===== src/sv/mzp_pkg.sv =====
// Shared types, codes and widths of the grid maze explorer with path map.
// Used by mzp_front, mzp_back and the top level grid_maze_explorer_path_map.
`default_nettype none

package mzp_pkg;

  // Defaults of the top-level parameters.
  localparam int MAX_SIDE_DEF  = 9;
  localparam int DIST_BITS_DEF = 8;

  // Fixed widths.
  localparam int CFG_W     = 8;  // widest configuration register
  localparam int SIZE_W    = 4;  // size and column registers
  localparam int MIN_W     = 8;  // min_distance register
  localparam int SIDE_W    = 5;  // effective grid side, up to 15
  localparam int POS_W     = 6;  // internal signed position, -1 .. 15
  localparam int OUT_POS_W = 5;  // position fields on the result port
  localparam int CODE_W    = 3;  // heading, action and symbol fields

  // Configuration register indexes.
  localparam logic [1:0] CFG_SIZE_X    = 2'd0;
  localparam logic [1:0] CFG_SIZE_Y    = 2'd1;
  localparam logic [1:0] CFG_START_COL = 2'd2;
  localparam logic [1:0] CFG_MIN_DIST  = 2'd3;

  // Configuration reset values.
  localparam logic [SIZE_W-1:0] SIZE_X_RST    = 4'd5;
  localparam logic [SIZE_W-1:0] SIZE_Y_RST    = 4'd4;
  localparam logic [SIZE_W-1:0] START_COL_RST = 4'd0;
  localparam logic [MIN_W-1:0]  MIN_DIST_RST  = 8'd22;

  // Commands.
  localparam logic CMD_EXPLORE = 1'b0;
  localparam logic CMD_READ    = 1'b1;

  // Headings and arrows.
  localparam logic [CODE_W-1:0] H_UP    = 3'd1;
  localparam logic [CODE_W-1:0] H_RIGHT = 3'd2;
  localparam logic [CODE_W-1:0] H_DOWN  = 3'd3;
  localparam logic [CODE_W-1:0] H_LEFT  = 3'd4;

  // Actions.
  localparam logic [CODE_W-1:0] ACT_RIGHT = 3'd0;
  localparam logic [CODE_W-1:0] ACT_FWD   = 3'd1;
  localparam logic [CODE_W-1:0] ACT_LEFT  = 3'd2;
  localparam logic [CODE_W-1:0] ACT_TURN  = 3'd3;
  localparam logic [CODE_W-1:0] ACT_NONE  = 3'd4;

  // Path symbols beyond the arrows.
  localparam logic [CODE_W-1:0] SYM_EMPTY = 3'd0;
  localparam logic [CODE_W-1:0] SYM_END   = 3'd5;

  // One classified item as it travels from the front to the back.
  typedef struct packed {
    logic cmd;
    logic open_r;
    logic open_f;
    logic open_l;
  } item_t;

  // Head of the queue as seen by the back.
  typedef struct packed {
    logic  valid;
    item_t item;
  } queue_t;

  // Grid geometry registers used by the back.
  typedef struct packed {
    logic [SIZE_W-1:0] size_x;
    logic [SIZE_W-1:0] size_y;
    logic [SIZE_W-1:0] start_col;
  } geom_t;

endpackage

`default_nettype wire


===== src/sv/mzp_front.sv =====
// Front of the maze explorer: compares the three distances against the
// threshold and holds classified items in a two-entry queue.
// Depends on mzp_pkg.
`default_nettype none

module mzp_front #(
  parameter int DIST_BITS = mzp_pkg::DIST_BITS_DEF
) (
  input  wire logic                     clk_i,
  input  wire logic                     rst_ni,
  input  wire logic [mzp_pkg::MIN_W-1:0] min_dist_i,
  input  wire logic                     in_valid_i,
  output logic                          in_stall_o,
  input  wire logic                     cmd_i,
  input  wire logic [DIST_BITS-1:0]     dist_right_i,
  input  wire logic [DIST_BITS-1:0]     dist_front_i,
  input  wire logic [DIST_BITS-1:0]     dist_left_i,
  input  wire logic                     pop_i,
  output mzp_pkg::queue_t               head_o
);

  localparam int CMP_W = (DIST_BITS > mzp_pkg::MIN_W) ? DIST_BITS : mzp_pkg::MIN_W;

  mzp_pkg::item_t       entry_q [2];
  logic [1:0]           count_d, count_q;
  logic                 wr_ptr_q, rd_ptr_q;
  logic                 push;
  mzp_pkg::item_t       item_in;
  logic [CMP_W-1:0]     min_ext;

  assign in_stall_o = (count_q == 2'd2);
  assign push       = in_valid_i && !in_stall_o;
  assign min_ext    = CMP_W'(min_dist_i);

  always_comb begin
    item_in.cmd    = cmd_i;
    item_in.open_r = CMP_W'(dist_right_i) > min_ext;
    item_in.open_f = CMP_W'(dist_front_i) > min_ext;
    item_in.open_l = CMP_W'(dist_left_i) > min_ext;
  end

  always_comb begin
    count_d = count_q;
    if (push && !pop_i) begin
      count_d = count_q + 2'd1;
    end else if (!push && pop_i) begin
      count_d = count_q - 2'd1;
    end
  end

  always_ff @(posedge clk_i or negedge rst_ni) begin
    if (!rst_ni) begin
      count_q  <= 2'd0;
      wr_ptr_q <= 1'b0;
      rd_ptr_q <= 1'b0;
    end else begin
      count_q <= count_d;
      if (push) begin
        wr_ptr_q <= !wr_ptr_q;
      end
      if (pop_i) begin
        rd_ptr_q <= !rd_ptr_q;
      end
    end
  end

  always_ff @(posedge clk_i) begin
    if (push) begin
      entry_q[wr_ptr_q] <= item_in;
    end
  end

  assign head_o.valid = (count_q != 2'd0);
  assign head_o.item  = entry_q[rd_ptr_q];

endmodule

`default_nettype wire


===== src/sv/mzp_back.sv =====
// Back of the maze explorer: sequencer that runs explore and read items
// against the arrow memory and drives the result register.
// Depends on mzp_pkg.
`default_nettype none

module mzp_back #(
  parameter int MAX_SIDE = mzp_pkg::MAX_SIDE_DEF
) (
  input  wire logic                             clk_i,
  input  wire logic                             rst_ni,
  input  wire mzp_pkg::geom_t                   geom_i,
  input  wire mzp_pkg::queue_t                  head_i,
  output logic                                  pop_o,
  output logic                                  out_valid_o,
  input  wire logic                             out_stall_i,
  output logic [mzp_pkg::CODE_W-1:0]            action_o,
  output logic [mzp_pkg::CODE_W-1:0]            heading_o,
  output logic signed [mzp_pkg::OUT_POS_W-1:0]  pos_x_o,
  output logic signed [mzp_pkg::OUT_POS_W-1:0]  pos_y_o,
  output logic                                  exited_o,
  output logic [mzp_pkg::CODE_W-1:0]            path_symbol_o,
  output logic                                  path_last_o,
  output logic                                  path_error_o
);

  localparam int DEPTH  = MAX_SIDE * MAX_SIDE;
  localparam int IDX_W  = (DEPTH > 1) ? $clog2(DEPTH) : 1;
  localparam int STEP_W = $clog2(DEPTH + 1);
  localparam int POS_W  = mzp_pkg::POS_W;
  localparam int SIDE_W = mzp_pkg::SIDE_W;
  localparam int CODE_W = mzp_pkg::CODE_W;

  typedef enum logic [5:0] {
    S_IDLE  = 6'b000001,
    S_MARK  = 6'b000010,
    S_MOVE  = 6'b000100,
    S_READ  = 6'b001000,
    S_RDATA = 6'b010000,
    S_EMIT  = 6'b100000
  } state_e;

  function automatic logic [SIDE_W-1:0] eff_size(input logic [mzp_pkg::SIZE_W-1:0] v);
    logic [SIDE_W-1:0] w;
    w = SIDE_W'(v);
    if (v == '0) begin
      return SIDE_W'(1);
    end
    if (w > SIDE_W'(MAX_SIDE)) begin
      return SIDE_W'(MAX_SIDE);
    end
    return w;
  endfunction

  function automatic logic in_grid(input logic signed [POS_W-1:0] x,
                                   input logic signed [POS_W-1:0] y,
                                   input logic [SIDE_W-1:0] ex,
                                   input logic [SIDE_W-1:0] ey);
    return !x[POS_W-1] && !y[POS_W-1] && (x[SIDE_W-1:0] < ex) && (y[SIDE_W-1:0] < ey);
  endfunction

  // Linear cell address x + y * size_x; only used for cells inside the grid.
  function automatic logic [IDX_W-1:0] cell_idx(input logic signed [POS_W-1:0] x,
                                                input logic signed [POS_W-1:0] y,
                                                input logic [SIDE_W-1:0] ex);
    logic [8:0] prod;
    logic [8:0] sum;
    prod = 9'({5'b0, y[3:0]}) * 9'({4'b0, ex});
    sum  = prod + 9'({5'b0, x[3:0]});
    return IDX_W'(sum);
  endfunction

  function automatic logic [CODE_W-1:0] rot_cw(input logic [CODE_W-1:0] h,
                                              input logic [1:0] n);
    logic [1:0] t;
    t = h[1:0] - 2'd1 + n;
    return CODE_W'({1'b0, t}) + CODE_W'(1);
  endfunction

  function automatic logic signed [POS_W-1:0] step_x(input logic [CODE_W-1:0] h,
                                                     input logic signed [POS_W-1:0] x);
    logic signed [POS_W-1:0] r;
    case (h)
      mzp_pkg::H_RIGHT: r = x + POS_W'(1);
      mzp_pkg::H_LEFT:  r = x - POS_W'(1);
      default:          r = x;
    endcase
    return r;
  endfunction

  function automatic logic signed [POS_W-1:0] step_y(input logic [CODE_W-1:0] h,
                                                     input logic signed [POS_W-1:0] y);
    logic signed [POS_W-1:0] r;
    case (h)
      mzp_pkg::H_UP:   r = y + POS_W'(1);
      mzp_pkg::H_DOWN: r = y - POS_W'(1);
      default:         r = y;
    endcase
    return r;
  endfunction

  state_e                   state_q;
  mzp_pkg::item_t           item_q;
  logic [1:0]               mark_q;
  logic signed [POS_W-1:0]  robot_x_q, robot_y_q;
  logic [CODE_W-1:0]        robot_h_q;
  logic                     started_q;
  logic signed [POS_W-1:0]  cur_x_q, cur_y_q;
  logic                     active_q;
  logic [STEP_W-1:0]        steps_q;
  logic [CODE_W-1:0]        act_q, sym_q;
  logic                     last_q, err_q;
  logic                     out_valid_q;

  logic [CODE_W-1:0]        mem [DEPTH];
  logic [DEPTH-1:0]         cell_valid_q;
  logic [CODE_W-1:0]        rd_data_q;
  logic                     rd_valid_q;

  logic [SIDE_W-1:0]        ex, ey;
  logic [9:0]               cells;
  logic signed [POS_W-1:0]  start_x, pos0_x, pos0_y;
  logic                     mark_open;
  logic [CODE_W-1:0]        mark_arrow, mark_dir, new_h, act_d, rd_sym;
  logic signed [POS_W-1:0]  nb_x, nb_y;
  logic                     mem_we, rd_en, out_load, cur_in, steps_out;
  logic [IDX_W-1:0]         waddr, raddr;
  logic [CODE_W-1:0]        wdata;

  always_comb begin
    ex      = eff_size(geom_i.size_x);
    ey      = eff_size(geom_i.size_y);
    cells   = 10'(ex) * 10'(ey);
    start_x = $signed(POS_W'(geom_i.start_col));
    pos0_x  = started_q ? robot_x_q : start_x;
    pos0_y  = started_q ? robot_y_q : '0;

    // Side neighbors in order right, left, front; each open one inside the grid gets an arrow back.
    case (mark_q)
      2'd0: begin
        mark_open  = item_q.open_r;
        mark_arrow = rot_cw(robot_h_q, 2'd3);
        mark_dir   = rot_cw(robot_h_q, 2'd1);
      end
      2'd1: begin
        mark_open  = item_q.open_l;
        mark_arrow = rot_cw(robot_h_q, 2'd1);
        mark_dir   = rot_cw(robot_h_q, 2'd3);
      end
      2'd2: begin
        mark_open  = item_q.open_f;
        mark_arrow = rot_cw(robot_h_q, 2'd2);
        mark_dir   = robot_h_q;
      end
      default: begin
        mark_open  = 1'b0;
        mark_arrow = robot_h_q;
        mark_dir   = robot_h_q;
      end
    endcase
    nb_x = step_x(mark_dir, robot_x_q);
    nb_y = step_y(mark_dir, robot_y_q);

    // Right-hand rule.
    if (item_q.open_r) begin
      act_d = mzp_pkg::ACT_RIGHT;
      new_h = rot_cw(robot_h_q, 2'd1);
    end else if (item_q.open_f) begin
      act_d = mzp_pkg::ACT_FWD;
      new_h = robot_h_q;
    end else if (item_q.open_l) begin
      act_d = mzp_pkg::ACT_LEFT;
      new_h = rot_cw(robot_h_q, 2'd3);
    end else begin
      act_d = mzp_pkg::ACT_TURN;
      new_h = rot_cw(robot_h_q, 2'd2);
    end

    cur_in    = in_grid(cur_x_q, cur_y_q, ex, ey);
    steps_out = 10'(steps_q) >= cells;
    rd_sym    = rd_valid_q ? rd_data_q : mzp_pkg::SYM_EMPTY;

    mem_we = 1'b0;
    waddr  = cell_idx(nb_x, nb_y, ex);
    wdata  = mark_arrow;
    if (state_q == S_MARK) begin
      mem_we = mark_open && in_grid(nb_x, nb_y, ex, ey);
    end else if (state_q == S_MOVE) begin
      mem_we = 1'b1;
      waddr  = cell_idx(robot_x_q, robot_y_q, ex);
      wdata  = new_h;
    end

    raddr = cell_idx(cur_x_q, cur_y_q, ex);
    rd_en = (state_q == S_READ) && cur_in && !steps_out;

    pop_o    = (state_q == S_IDLE) && head_i.valid;
    out_load = (state_q == S_EMIT) && (!out_valid_q || !out_stall_i);
  end

  always_ff @(posedge clk_i or negedge rst_ni) begin
    if (!rst_ni) begin
      state_q      <= S_IDLE;
      item_q       <= '0;
      mark_q       <= 2'd0;
      robot_x_q    <= '0;
      robot_y_q    <= '0;
      robot_h_q    <= mzp_pkg::H_UP;
      started_q    <= 1'b0;
      cur_x_q      <= '0;
      cur_y_q      <= '0;
      active_q     <= 1'b0;
      steps_q      <= '0;
      act_q        <= mzp_pkg::ACT_NONE;
      sym_q        <= mzp_pkg::SYM_EMPTY;
      last_q       <= 1'b0;
      err_q        <= 1'b0;
      out_valid_q  <= 1'b0;
      cell_valid_q <= '0;
      rd_valid_q   <= 1'b0;
    end else begin
      if (mem_we) begin
        cell_valid_q[waddr] <= 1'b1;
      end
      if (rd_en) begin
        rd_valid_q <= cell_valid_q[raddr];
      end

      if (out_load) begin
        out_valid_q <= 1'b1;
      end else if (!out_stall_i) begin
        out_valid_q <= 1'b0;
      end

      case (state_q)
        S_IDLE: begin
          if (head_i.valid) begin
            item_q <= head_i.item;
            act_q  <= mzp_pkg::ACT_NONE;
            sym_q  <= mzp_pkg::SYM_EMPTY;
            last_q <= 1'b0;
            err_q  <= 1'b0;
            if (head_i.item.cmd == mzp_pkg::CMD_EXPLORE) begin
              active_q <= 1'b0;
              if (!started_q) begin
                robot_x_q <= start_x;
                robot_y_q <= '0;
                robot_h_q <= mzp_pkg::H_UP;
                started_q <= 1'b1;
              end
              mark_q  <= 2'd0;
              state_q <= in_grid(pos0_x, pos0_y, ex, ey) ? S_MARK : S_EMIT;
            end else begin
              if (!active_q) begin
                cur_x_q  <= start_x;
                cur_y_q  <= '0;
                steps_q  <= '0;
                active_q <= 1'b1;
              end
              state_q <= S_READ;
            end
          end
        end
        S_MARK: begin
          mark_q <= mark_q + 2'd1;
          if (mark_q == 2'd2) begin
            state_q <= S_MOVE;
          end
        end
        S_MOVE: begin
          act_q     <= act_d;
          robot_h_q <= new_h;
          robot_x_q <= step_x(new_h, robot_x_q);
          robot_y_q <= step_y(new_h, robot_y_q);
          state_q   <= S_EMIT;
        end
        S_READ: begin
          if (!cur_in || steps_out) begin
            sym_q    <= mzp_pkg::SYM_END;
            last_q   <= 1'b1;
            err_q    <= cur_in;
            active_q <= 1'b0;
            state_q  <= S_EMIT;
          end else begin
            state_q <= S_RDATA;
          end
        end
        S_RDATA: begin
          sym_q   <= rd_sym;
          cur_x_q <= step_x(rd_sym, cur_x_q);
          cur_y_q <= step_y(rd_sym, cur_y_q);
          steps_q <= steps_q + STEP_W'(1);
          state_q <= S_EMIT;
        end
        S_EMIT: begin
          if (out_load) begin
            state_q <= S_IDLE;
          end
        end
        default: begin
          state_q <= S_IDLE;
        end
      endcase
    end
  end

  always_ff @(posedge clk_i) begin
    if (mem_we) begin
      mem[waddr] <= wdata;
    end
    if (rd_en) begin
      rd_data_q <= mem[raddr];
    end
  end

  always_ff @(posedge clk_i) begin
    if (out_load) begin
      action_o      <= act_q;
      heading_o     <= robot_h_q;
      pos_x_o       <= robot_x_q[mzp_pkg::OUT_POS_W-1:0];
      pos_y_o       <= robot_y_q[mzp_pkg::OUT_POS_W-1:0];
      exited_o      <= !in_grid(robot_x_q, robot_y_q, ex, ey);
      path_symbol_o <= sym_q;
      path_last_o   <= last_q;
      path_error_o  <= err_q;
    end
  end

  assign out_valid_o = out_valid_q;

  a_pop_only_idle: assert property (@(posedge clk_i) disable iff (!rst_ni)
    pop_o |-> (state_q == S_IDLE) && head_i.valid)
    else $error("queue popped outside idle or while empty");

  a_write_only_explore: assert property (@(posedge clk_i) disable iff (!rst_ni)
    mem_we |-> (state_q == S_MARK || state_q == S_MOVE))
    else $error("arrow memory written outside an explore step");

  a_no_overwrite: assert property (@(posedge clk_i) disable iff (!rst_ni)
    (out_valid_q && out_stall_i) |=> $stable(action_o) && $stable(path_symbol_o))
    else $error("waiting result overwritten");

  a_error_ends_path: assert property (@(posedge clk_i) disable iff (!rst_ni)
    (state_q == S_EMIT && err_q) |-> last_q && (sym_q == mzp_pkg::SYM_END))
    else $error("path error without end symbol");

  a_read_then_data: assert property (@(posedge clk_i) disable iff (!rst_ni)
    rd_en |=> (state_q == S_RDATA))
    else $error("memory read not followed by data use");

endmodule

`default_nettype wire


===== src/sv/grid_maze_explorer_path_map.sv =====
// Top level of the grid maze explorer with path map: configuration registers,
// the classifying front with its queue, and the executing back.
// Depends on mzp_pkg, mzp_front and mzp_back.
//
//   Channel  Direction  Handshake               Payload
//   config   in         cfg_we_i                cfg_idx_i, cfg_data_i
//   item     in         in_valid_i / in_stall_o cmd_i, dist_right_i, dist_front_i, dist_left_i
//   result   out        out_valid_o / out_stall_i action_o .. path_error_o
//
// An explore beat inside the grid passes through the back sequencer in order: the pop,
// one slot per side neighbor on the single write port of the arrow memory, the
// cell write with the move, and the hand-off to the result register. An explore
// beat outside the grid goes from the pop straight to the hand-off; a read beat adds
// a cursor check and, when it reads a cell, the registered memory read.
// Reset clears the position, heading and read-out state and the 81 per-cell valid
// bits at once, so the arrow memory reads as empty without a clearing pass.
// A two-beat queue keeps taking items while the back works or while a finished
// result waits under out_stall_i; in_stall_o rises only when the queue is full.
`default_nettype none

module grid_maze_explorer_path_map #(
  parameter int MAX_SIDE  = mzp_pkg::MAX_SIDE_DEF,
  parameter int DIST_BITS = mzp_pkg::DIST_BITS_DEF
) (
  input  wire logic                              clk_i,
  input  wire logic                              rst_ni,
  input  wire logic                              cfg_we_i,
  input  wire logic [1:0]                        cfg_idx_i,
  input  wire logic [mzp_pkg::CFG_W-1:0]         cfg_data_i,
  input  wire logic                              in_valid_i,
  output logic                                   in_stall_o,
  input  wire logic                              cmd_i,
  input  wire logic [DIST_BITS-1:0]              dist_right_i,
  input  wire logic [DIST_BITS-1:0]              dist_front_i,
  input  wire logic [DIST_BITS-1:0]              dist_left_i,
  output logic                                   out_valid_o,
  input  wire logic                              out_stall_i,
  output logic [mzp_pkg::CODE_W-1:0]             action_o,
  output logic [mzp_pkg::CODE_W-1:0]             heading_o,
  output logic signed [mzp_pkg::OUT_POS_W-1:0]   pos_x_o,
  output logic signed [mzp_pkg::OUT_POS_W-1:0]   pos_y_o,
  output logic                                   exited_o,
  output logic [mzp_pkg::CODE_W-1:0]             path_symbol_o,
  output logic                                   path_last_o,
  output logic                                   path_error_o
);

  // Configuration registers. Writes must arrive only while the block is idle (the
  // block does not enforce this), so both halves may read them without any shadowing.
  logic [mzp_pkg::SIZE_W-1:0] size_x_q, size_y_q, start_col_q;
  logic [mzp_pkg::MIN_W-1:0]  min_dist_q;

  always_ff @(posedge clk_i or negedge rst_ni) begin
    if (!rst_ni) begin
      size_x_q    <= mzp_pkg::SIZE_X_RST;
      size_y_q    <= mzp_pkg::SIZE_Y_RST;
      start_col_q <= mzp_pkg::START_COL_RST;
      min_dist_q  <= mzp_pkg::MIN_DIST_RST;
    end else if (cfg_we_i) begin
      case (cfg_idx_i)
        mzp_pkg::CFG_SIZE_X:    size_x_q    <= cfg_data_i[mzp_pkg::SIZE_W-1:0];
        mzp_pkg::CFG_SIZE_Y:    size_y_q    <= cfg_data_i[mzp_pkg::SIZE_W-1:0];
        mzp_pkg::CFG_START_COL: start_col_q <= cfg_data_i[mzp_pkg::SIZE_W-1:0];
        mzp_pkg::CFG_MIN_DIST:  min_dist_q  <= cfg_data_i[mzp_pkg::MIN_W-1:0];
        default: begin
        end
      endcase
    end
  end

  mzp_pkg::geom_t  geom;
  mzp_pkg::queue_t head;
  logic            pop;

  assign geom.size_x    = size_x_q;
  assign geom.size_y    = size_y_q;
  assign geom.start_col = start_col_q;

  // The front turns each distance into an open/closed flag at acceptance, so
  // the queue carries four bits per beat.
  mzp_front #(
    .DIST_BITS (DIST_BITS)
  ) u_front (
    .clk_i        (clk_i),
    .rst_ni       (rst_ni),
    .min_dist_i   (min_dist_q),
    .in_valid_i   (in_valid_i),
    .in_stall_o   (in_stall_o),
    .cmd_i        (cmd_i),
    .dist_right_i (dist_right_i),
    .dist_front_i (dist_front_i),
    .dist_left_i  (dist_left_i),
    .pop_i        (pop),
    .head_o       (head)
  );

  // The back owns the arrow memory, the robot and cursor state and the
  // result register.
  mzp_back #(
    .MAX_SIDE (MAX_SIDE)
  ) u_back (
    .clk_i         (clk_i),
    .rst_ni        (rst_ni),
    .geom_i        (geom),
    .head_i        (head),
    .pop_o         (pop),
    .out_valid_o   (out_valid_o),
    .out_stall_i   (out_stall_i),
    .action_o      (action_o),
    .heading_o     (heading_o),
    .pos_x_o       (pos_x_o),
    .pos_y_o       (pos_y_o),
    .exited_o      (exited_o),
    .path_symbol_o (path_symbol_o),
    .path_last_o   (path_last_o),
    .path_error_o  (path_error_o)
  );

endmodule

`default_nettype wire


===== config.mk =====
export PLATFORM = sky130hd
export DESIGN_NAME = grid_maze_explorer_path_map
export DESIGN_NICKNAME = d
export VERILOG_FILES = /design/src/sv/mzp_pkg.sv /design/src/sv/mzp_front.sv /design/src/sv/mzp_back.sv /design/src/sv/grid_maze_explorer_path_map.sv
export SDC_FILE = /design/constraint.sdc
export NUM_CORES = 1
export LEC_CHECK = 0
export BUFFER_PORTS_ARGS = -buffer_cell sky130_fd_sc_hd__buf_2
export CAP_MARGIN = 10
export CORE_MARGIN = 4
export CORE_UTILIZATION = 40
export CTS_BUF_LIST = sky130_fd_sc_hd__clkbuf_16
export DETAILED_ROUTE_END_ITERATION = 8
export GPL_TIMING_DRIVEN = 0
export REMOVE_ABC_BUFFERS = 1
export SETUP_SLACK_MARGIN = 0.15
export SLEW_MARGIN = 30
export SYNTH_ARGS = -nofsm -noshare
export SYNTH_HDL_FRONTEND = slang
export SYNTH_SLANG_ARGS = --single-unit

===== constraint.sdc =====
create_clock -name clk_i -period 17.25 [get_ports clk_i]
set_input_delay 0.8625 -clock clk_i [delete_from_list [all_inputs] [get_ports clk_i]]
set_output_delay 0.8625 -clock clk_i [all_outputs]
set_load 0.01 [all_outputs]

Word level (Yosys, flattened, before mapping)
Memories as Yosys holds them, arrays and structs flattened. A register that Yosys moved wholly into a read port is not among the register bits.
Cells that the tools add are included.
{"block": "totals", "mem_bits_rw": 251, "word_cells": 285, "regBits": 184, "mem_count": 2}
{"memory": "u_back.mem", "depth": 81, "word_bits": 3, "rd": 1, "rd_clocked_by_memory_dff": 1, "wr": 1, "line": "mzp_back.sv:114", "text": "logic [CODE_W-1:0] mem [DEPTH];"}
{"memory": "u_front.entry_q", "depth": 2, "word_bits": 4, "rd": 1, "rd_clocked_by_memory_dff": 0, "wr": 1, "line": "mzp_front.sv:24", "text": "mzp_pkg::item_t entry_q [2];"}
{"block": "op_classes", "n_mul": 4, "eq_ne": 37, "n_reduce_logical": 70, "bitwise": 2, "order_cmp": 17, "muxes": 96, "n_addsub": 22}
{"operator": "$pmux 6 s2", "count": 10}
{"operator": "$mux 6", "count": 18}
{"operator": "$or 81x81->81", "count": 1}
{"operator": "$mux 3", "count": 14}
{"operator": "$lt 5x5->1", "count": 8}
{"operator": "$mux 5", "count": 8}
{"operator": "$mux 7", "count": 5}
{"operator": "$pmux 6 s5", "count": 1}
{"operator": "$add 6x2->6 const B", "count": 4}
{"operator": "$gt 8x8->1", "count": 3}
{"operator": "$sub 6x2->6 const B", "count": 4}
{"operator": "$mux 1", "count": 23}
{"operator": "$add 7x4->7", "count": 3}
{"operator": "$logic_and 1x1->1", "count": 21}
{"operator": "$mul 4x5->7", "count": 3}
{"operator": "$eq 3x2->1 const B", "count": 6}
{"operator": "$logic_not 1->1", "count": 18}
{"operator": "$pmux 3 s2", "count": 3}
{"operator": "$pmux 3 s3", "count": 2}
{"operator": "$lt 7x8->1 const B", "count": 2}
{"operator": "$reduce_and 4->1", "count": 4}
{"operator": "$reduce_and 3->1", "count": 5}
{"operator": "$pmux 7 s2", "count": 1}
{"operator": "$reduce_and 2->1", "count": 6}
{"operator": "37 further kinds", "count": 75}

Logic depth before layout (Yosys ltp)
{"block": "depth", "word_depth": 15, "mapped_depth": 28, "mapped_depth_nobuf": 24}

Hierarchy
Synthesis repeated with hierarchy kept, for this count alone.
{"block": "unflattened", "cells_unflattened": 1825, "hier_area_um2": 23254.8}
{"module": "mzp_back", "instances": 1, "cells_each": 1683, "area_each_um2": 21401.8, "seq_area_each_um2": 11504.8}
{"module": "mzp_front", "instances": 1, "cells_each": 98, "area_each_um2": 1076.0, "seq_area_each_um2": 340.3}
{"module": "grid_maze_explorer_path_map", "instances": 1, "cells_each": 44, "area_each_um2": 777.0, "seq_area_each_um2": 508.0}

Worst setup path after synthesis
OpenSTA, ideal clock, no wires.
{"block": "synth_path", "path_type": "register -> register", "from": "register u_back.robot_h_q[0]", "to": "memory u_back.mem[58][0] (enable)", "arrival_time_ns": 6.239, "required_time_ns": 16.905, "setup_time_ns": 0.345, "setup_slack_ns": 10.666, "path_stages_with_launch": 29, "cell_sequence": "dfstp_2 > clkbuf_1 > inv_1 > ha_1 > mux2i_1 > and2_1 > buf_2 > nand2_1 > o21ai_0 > nand2_1 > xnor2_1 > nand2b_1 > fa_1 > inv_1 > fa_1 > inv_1 > fa_1 > inv_1 > ha_1 > o21ai_0 > o21bai_1 > a21oi_1 > xnor2_1 > xnor2_1 > o21ai_1 > or2_2 > clkbuf_1 > buf_2 > nor3_1"}
{"block": "synth_between", "elab_chain_cells": 14, "word_cells_on_any_way": 27}
{"element": "start: declaration", "line": "mzp_back.sv:105", "text": "logic [CODE_W-1:0] robot_h_q;"}
{"element": "start signal: assignment", "line": "mzp_back.sv:207", "text": "robot_h_q <= mzp_pkg::H_UP;"}
{"element": "start signal: assignment", "line": "mzp_back.sv:247", "text": "robot_h_q <= mzp_pkg::H_UP;"}
{"element": "start signal: assignment", "line": "mzp_back.sv:271", "text": "robot_h_q <= new_h;"}
{"element": "$sub 2x1->2", "line": "mzp_back.sv:75", "text": "t = h[1:0] - 2'd1 + n;"}
{"element": "$add 2x2->2 / $add 2x1->2 (equally long branches)", "line": "mzp_back.sv:75"}
{"element": "$add 2x1->3", "line": "mzp_back.sv:76", "text": "return CODE_W'({1'b0, t}) + CODE_W'(1);"}
{"element": "$pmux 3 s2 *", "line": "mzp_back.sv:138", "text": "case (mark_q)"}
{"element": "parallel branches: the longest is 10 deep, another holds $mul 4x5->7"}
{"element": "end: declaration", "line": "mzp_back.sv:114"}
Every way passes the cells marked *.

Worst setup path in the final report
{"block": "layout_path", "from": "register u_back.robot_h_q[0]", "to": "memory u_back.mem[39][0] (enable)"}
Same word-level chain as after synthesis.

==> qor.json <==
{
  "worst_hold_path": {
    "worst_hold_path_type": "in2async"
  },
  "setup_path": {
    "worst_setup_path_start_kind": "flip-flop",
    "required_ns": 17.47,
    "worst_setup_path_type": "reg2reg",
    "worstPathArrival_ns": 7.80,
    "critical_path.endpoint_type": "flip-flop",
    "critPathMaxFanout": 32
  },
  "cts": {
    "cts_sinks": 438,
    "post-cts-setup-buffers": 0,
    "worst_setup_hold_path_clk_slew_ns": 0.06,
    "clk_path_buf_depth": 3,
    "clock_tree.htree_level_count": 2,
    "cts-buffers-inserted": 47,
    "cts_resized": 0,
    "cts-root-buf": "sky130_fd_sc_hd__clkbuf_16",
    "cts_tree": "yes",
    "ctsHoldBuffers": 0,
    "clk-insertion-delay-late_ns": 0.61
  },
  "timing": {
    "finalCritPeriodShare_pct": 43.94,
    "clock_skew_ns": 0.04048,
    "max-slew-margin-rel_pct": 35.17,
    "hold_vio_cnt_final": 0,
    "report.final.setup_viol": 0,
    "finalWorstPathRequiredPeriod_ns": 7.580,
    "rsz0062_at_grt": "false",
    "hold_slack_ns": 0.2415,
    "maxClockFrequency_mhz": 131.9,
    "fin_setup_tns_ns": 0,
    "worstMarginPinSlew_ns": 0.9692,
    "timing.final.max_slew_violations": 0
  },
  "layout": {
    "layout.cells.most_common": "sky130_fd_sc_hd__edfxtp_1",
    "multi_input_area_um2": 10270,
    "layout.filler_cells": 5085,
    "seq_area_um2": 12350,
    "syn_to_final_growth_pct": 13.38,
    "antenna_cells_inserted": 0,
    "drive_above_1_share_pct": 22.02,
    "finish.net_count": 2037,
    "mostFrequentLayoutCells": "276 x sky130_fd_sc_hd__edfxtp_1, 153 x sky130_fd_sc_hd__dfrtp_1, 138 x sky130_fd_sc_hd__ha_1",
    "stdcell_count": 2636
  },
  "routing": {
    "drt_pre_antenna_iters": 6,
    "wire_per_inst_um": 20.62,
    "totalWireLength_um": 54350,
    "dr_vias_cell": 5.603,
    "total_drc_errors_in_the_routed_layout": 0,
    "antenna_left": 0,
    "num_vias": 14770,
    "dr.first_iter.drc_count": 1019
  },
  "yosys": {
    "ys_ff_latch": 438,
    "synthDistinctLibCells": 80,
    "synth-warning-count": 0,
    "edff_count_synth": 276,
    "syn_avg_cell_area_um2": 13.08,
    "register_area_share_after_synthesis_pct": 53.17,
    "postSynth.asyncResetShare_pct": 36.99,
    "ys_dominant_reg_cell": "sky130_fd_sc_hd__edfxtp_1",
    "syn-instance-count": 1777,
    "syn_area_um2": 23230
  },
  "status": {
    "run_status": "completed"
  },
  "floorplan": {
    "die_height_um": 249.0,
    "floorplan.core_area_um2": 57590,
    "floorplan.initialDensity_pct": 40.35,
    "core.rowCount": 88,
    "die_width_um": 249.0,
    "num_io_pins": 64,
    "die_area_um2": 62010
  },
  "pwr": {
    "power_density_nw_per_um2": 155.0,
    "power_frac_clock_pct": 24.4,
    "vdd_drop_max_v": 0.0001129,
    "power.share.combinational_pct": 42.6,
    "power.share.sequential_pct": 33.0,
    "p_leak_nw": 10.41,
    "switching_power_mw": 1.609,
    "internal_power_mw": 2.474,
    "switching_share_pct": 39.41
  },
  "global_route": {
    "globalRouteOverflowTotal": 0,
    "antenna_found_initial": 0,
    "first_global_vias": 15244,
    "grt_max_degree": 93,
    "grt_pass1_wl_um": 87030,
    "groute.usage.overall_pct": 17.40
  },
  "placed_design": {
    "placed_cells": 2548,
    "port_buffers": 63,
    "gp_routability_congestion": 0.8853,
    "hpwlAfterDp_um": 38170
  },
  "run": {
    "maxCapViolCount": 0
  }
}
-- sequential cells by signal, indices dropped and copies added, names as in the netlist, 7 cells and up --
name,flops
min_dist_q,8
u_back.cell_valid_q,81
u_back.mem,243
u_back.steps_q,7
u_front.entry_q,8
-- cell families after synthesis --
group                    after synthesis  share of synthesized area, %
adder cells (fa/ha/maj)              164                         9.607
AND/OR/NAND/NOR                      457                         10.09
buffers and inverters                185                         3.274
AO/OA/AOI/OAI                        335                         10.29
flip-flops                           438                         53.17
XOR/XNOR                              53                         1.998
multiplexers                         145                         11.58
-- per-layer routing --
layer  vias to the layer above  part of all wire, %  track usage [%]
met3                        68                  5.2            3.007
met4                         0                  1.7            3.618
met2                       352                   49            29.53
met5                         -                    0                0
met1                      7517                   44            23.80
li1                       6833                    -                -
-- layout make-up --
cell class | count | share of cell area (%)
clock inverter | 39 | 1.320
timing repair buffer | 95 | 3.234
multi-input combinational | 1154 | 38.98
clock buffer | 48 | 4.559
tap | 765 | 3.633
sequential | 438 | 46.89
inverter | 97 | 1.382
-- synth_stat cells, types with 17 or more instances --
| cell type | number | area, um^2 |
|---|---|---|
| sky130_fd_sc_hd__ha_1 | 140 | 1752 |
| sky130_fd_sc_hd__a21oi_1 | 55 | 275.3 |
| sky130_fd_sc_hd__a31o_1 | 17 | 148.9 |
| sky130_fd_sc_hd__a31o_2 | 62 | 543.0 |
| sky130_fd_sc_hd__nand2_1 | 90 | 337.8 |
| sky130_fd_sc_hd__nor2_1 | 113 | 424.2 |
| sky130_fd_sc_hd__mux2_2 | 30 | 337.8 |
| sky130_fd_sc_hd__mux2i_1 | 19 | 190.2 |
| sky130_fd_sc_hd__a21o_1 | 27 | 202.7 |
| sky130_fd_sc_hd__buf_2 | 23 | 115.1 |
| sky130_fd_sc_hd__mux4_2 | 96 | 2162 |
| sky130_fd_sc_hd__nor3_1 | 87 | 435.4 |
| sky130_fd_sc_hd__dfrtp_1 | 153 | 3829 |
| sky130_fd_sc_hd__edfxtp_1 | 276 | 8288 |
| sky130_fd_sc_hd__and2_1 | 29 | 181.4 |
| sky130_fd_sc_hd__inv_1 | 93 | 349.1 |
| sky130_fd_sc_hd__o21ai_0 | 61 | 305.3 |
| sky130_fd_sc_hd__xnor2_1 | 39 | 341.6 |
| sky130_fd_sc_hd__clkbuf_1 | 47 | 176.4 |
| sky130_fd_sc_hd__fa_1 | 24 | 480.5 |
| sky130_fd_sc_hd__nand3_1 | 27 | 135.1 |
-- worst paths after layout --
| path | from | end | slack (ns) | cells past startpoint |
|---|---|---|---|---|
| max | u_back.robot_h_q[0]$_DFFE_PN1P_ | u_back.mem[39][0]$_DFFE_PP_ | 9.67 | 24 |
| max reg2reg | u_back.robot_h_q[0]$_DFFE_PN1P_ | u_back.mem[39][0]$_DFFE_PP_ | 9.67 | 24 |
| min | rst_ni | u_back.out_valid_o$_DFFE_PN0P_ | 0.24 | 1 |
| max in group asynchronous | rst_ni | u_back.cell_valid_q[55]$_DFFE_PN0P_ | 16.09 | 2 |
| min in group clk_i | u_back.sym_q[2]$_DFFE_PN0P_ | u_back.path_symbol_o[2]$_DFFE_PP_ | 0.45 | 0 |
| min reg2reg | u_back.sym_q[2]$_DFFE_PN0P_ | u_back.path_symbol_o[2]$_DFFE_PP_ | 0.45 | 0 |
-- power groups by stage --
stage | Clock [mW] | Combinational [mW] | Sequential [mW]
3_3_place_gp | 0 | 1.62 | 1.40
3_5_place_dp | 0 | 1.75 | 1.37
6_report | 0.998 | 1.74 | 1.35
5_1_grt | 1.07 | 1.90 | 1.35
2_1_floorplan | 0 | 1.12 | 1.36
4_1_cts | 1.02 | 1.76 | 1.35
-- worst max-delay path, stage by stage, from the launching register on --
cell and delay (ns):
sky130_fd_sc_hd__dfstp_2 0.68, sky130_fd_sc_hd__inv_1 0.15, sky130_fd_sc_hd__ha_1 0.41, sky130_fd_sc_hd__mux2i_1 0.36, sky130_fd_sc_hd__and2_1 0.39, sky130_fd_sc_hd__nand2_1 0.07
sky130_fd_sc_hd__o21ai_0 0.09, sky130_fd_sc_hd__nand2_1 0.09, sky130_fd_sc_hd__xnor2_1 0.32, sky130_fd_sc_hd__nand2b_1 0.14, sky130_fd_sc_hd__fa_1 0.56, sky130_fd_sc_hd__inv_1 0.06
sky130_fd_sc_hd__fa_1 0.53, sky130_fd_sc_hd__inv_1 0.05, sky130_fd_sc_hd__fa_1 0.52, sky130_fd_sc_hd__inv_1 0.05, sky130_fd_sc_hd__ha_1 0.33, sky130_fd_sc_hd__o21ai_0 0.17
sky130_fd_sc_hd__o21bai_1 0.08, sky130_fd_sc_hd__a21oi_1 0.22, sky130_fd_sc_hd__xnor2_1 0.11, sky130_fd_sc_hd__xnor2_1 0.37, sky130_fd_sc_hd__o21ai_1 0.23, sky130_fd_sc_hd__or2_2 0.65
sky130_fd_sc_hd__nor3_1 0.56
-- metrics by stage --
| stage | setup WS, ns | power, mW | utilization [%] | area (um^2) |
|---|---|---|---|---|
| after CTS | 9.521 | 4.126 | 45.72 | 26330 |
| after floorplan | 10.29 | 2.482 | - | 22840 |
| after global placement | 6.642 | 3.028 | 41.87 | 24110 |
| after global routing | 9.012 | 4.328 | 45.75 | 26340 |
| after detailed placement | 9.526 | 3.116 | 43.03 | 24780 |
| final | 9.670 | 4.084 | 45.75 | 26340 |
Note: power is estimated with default switching activity, not from simulation.
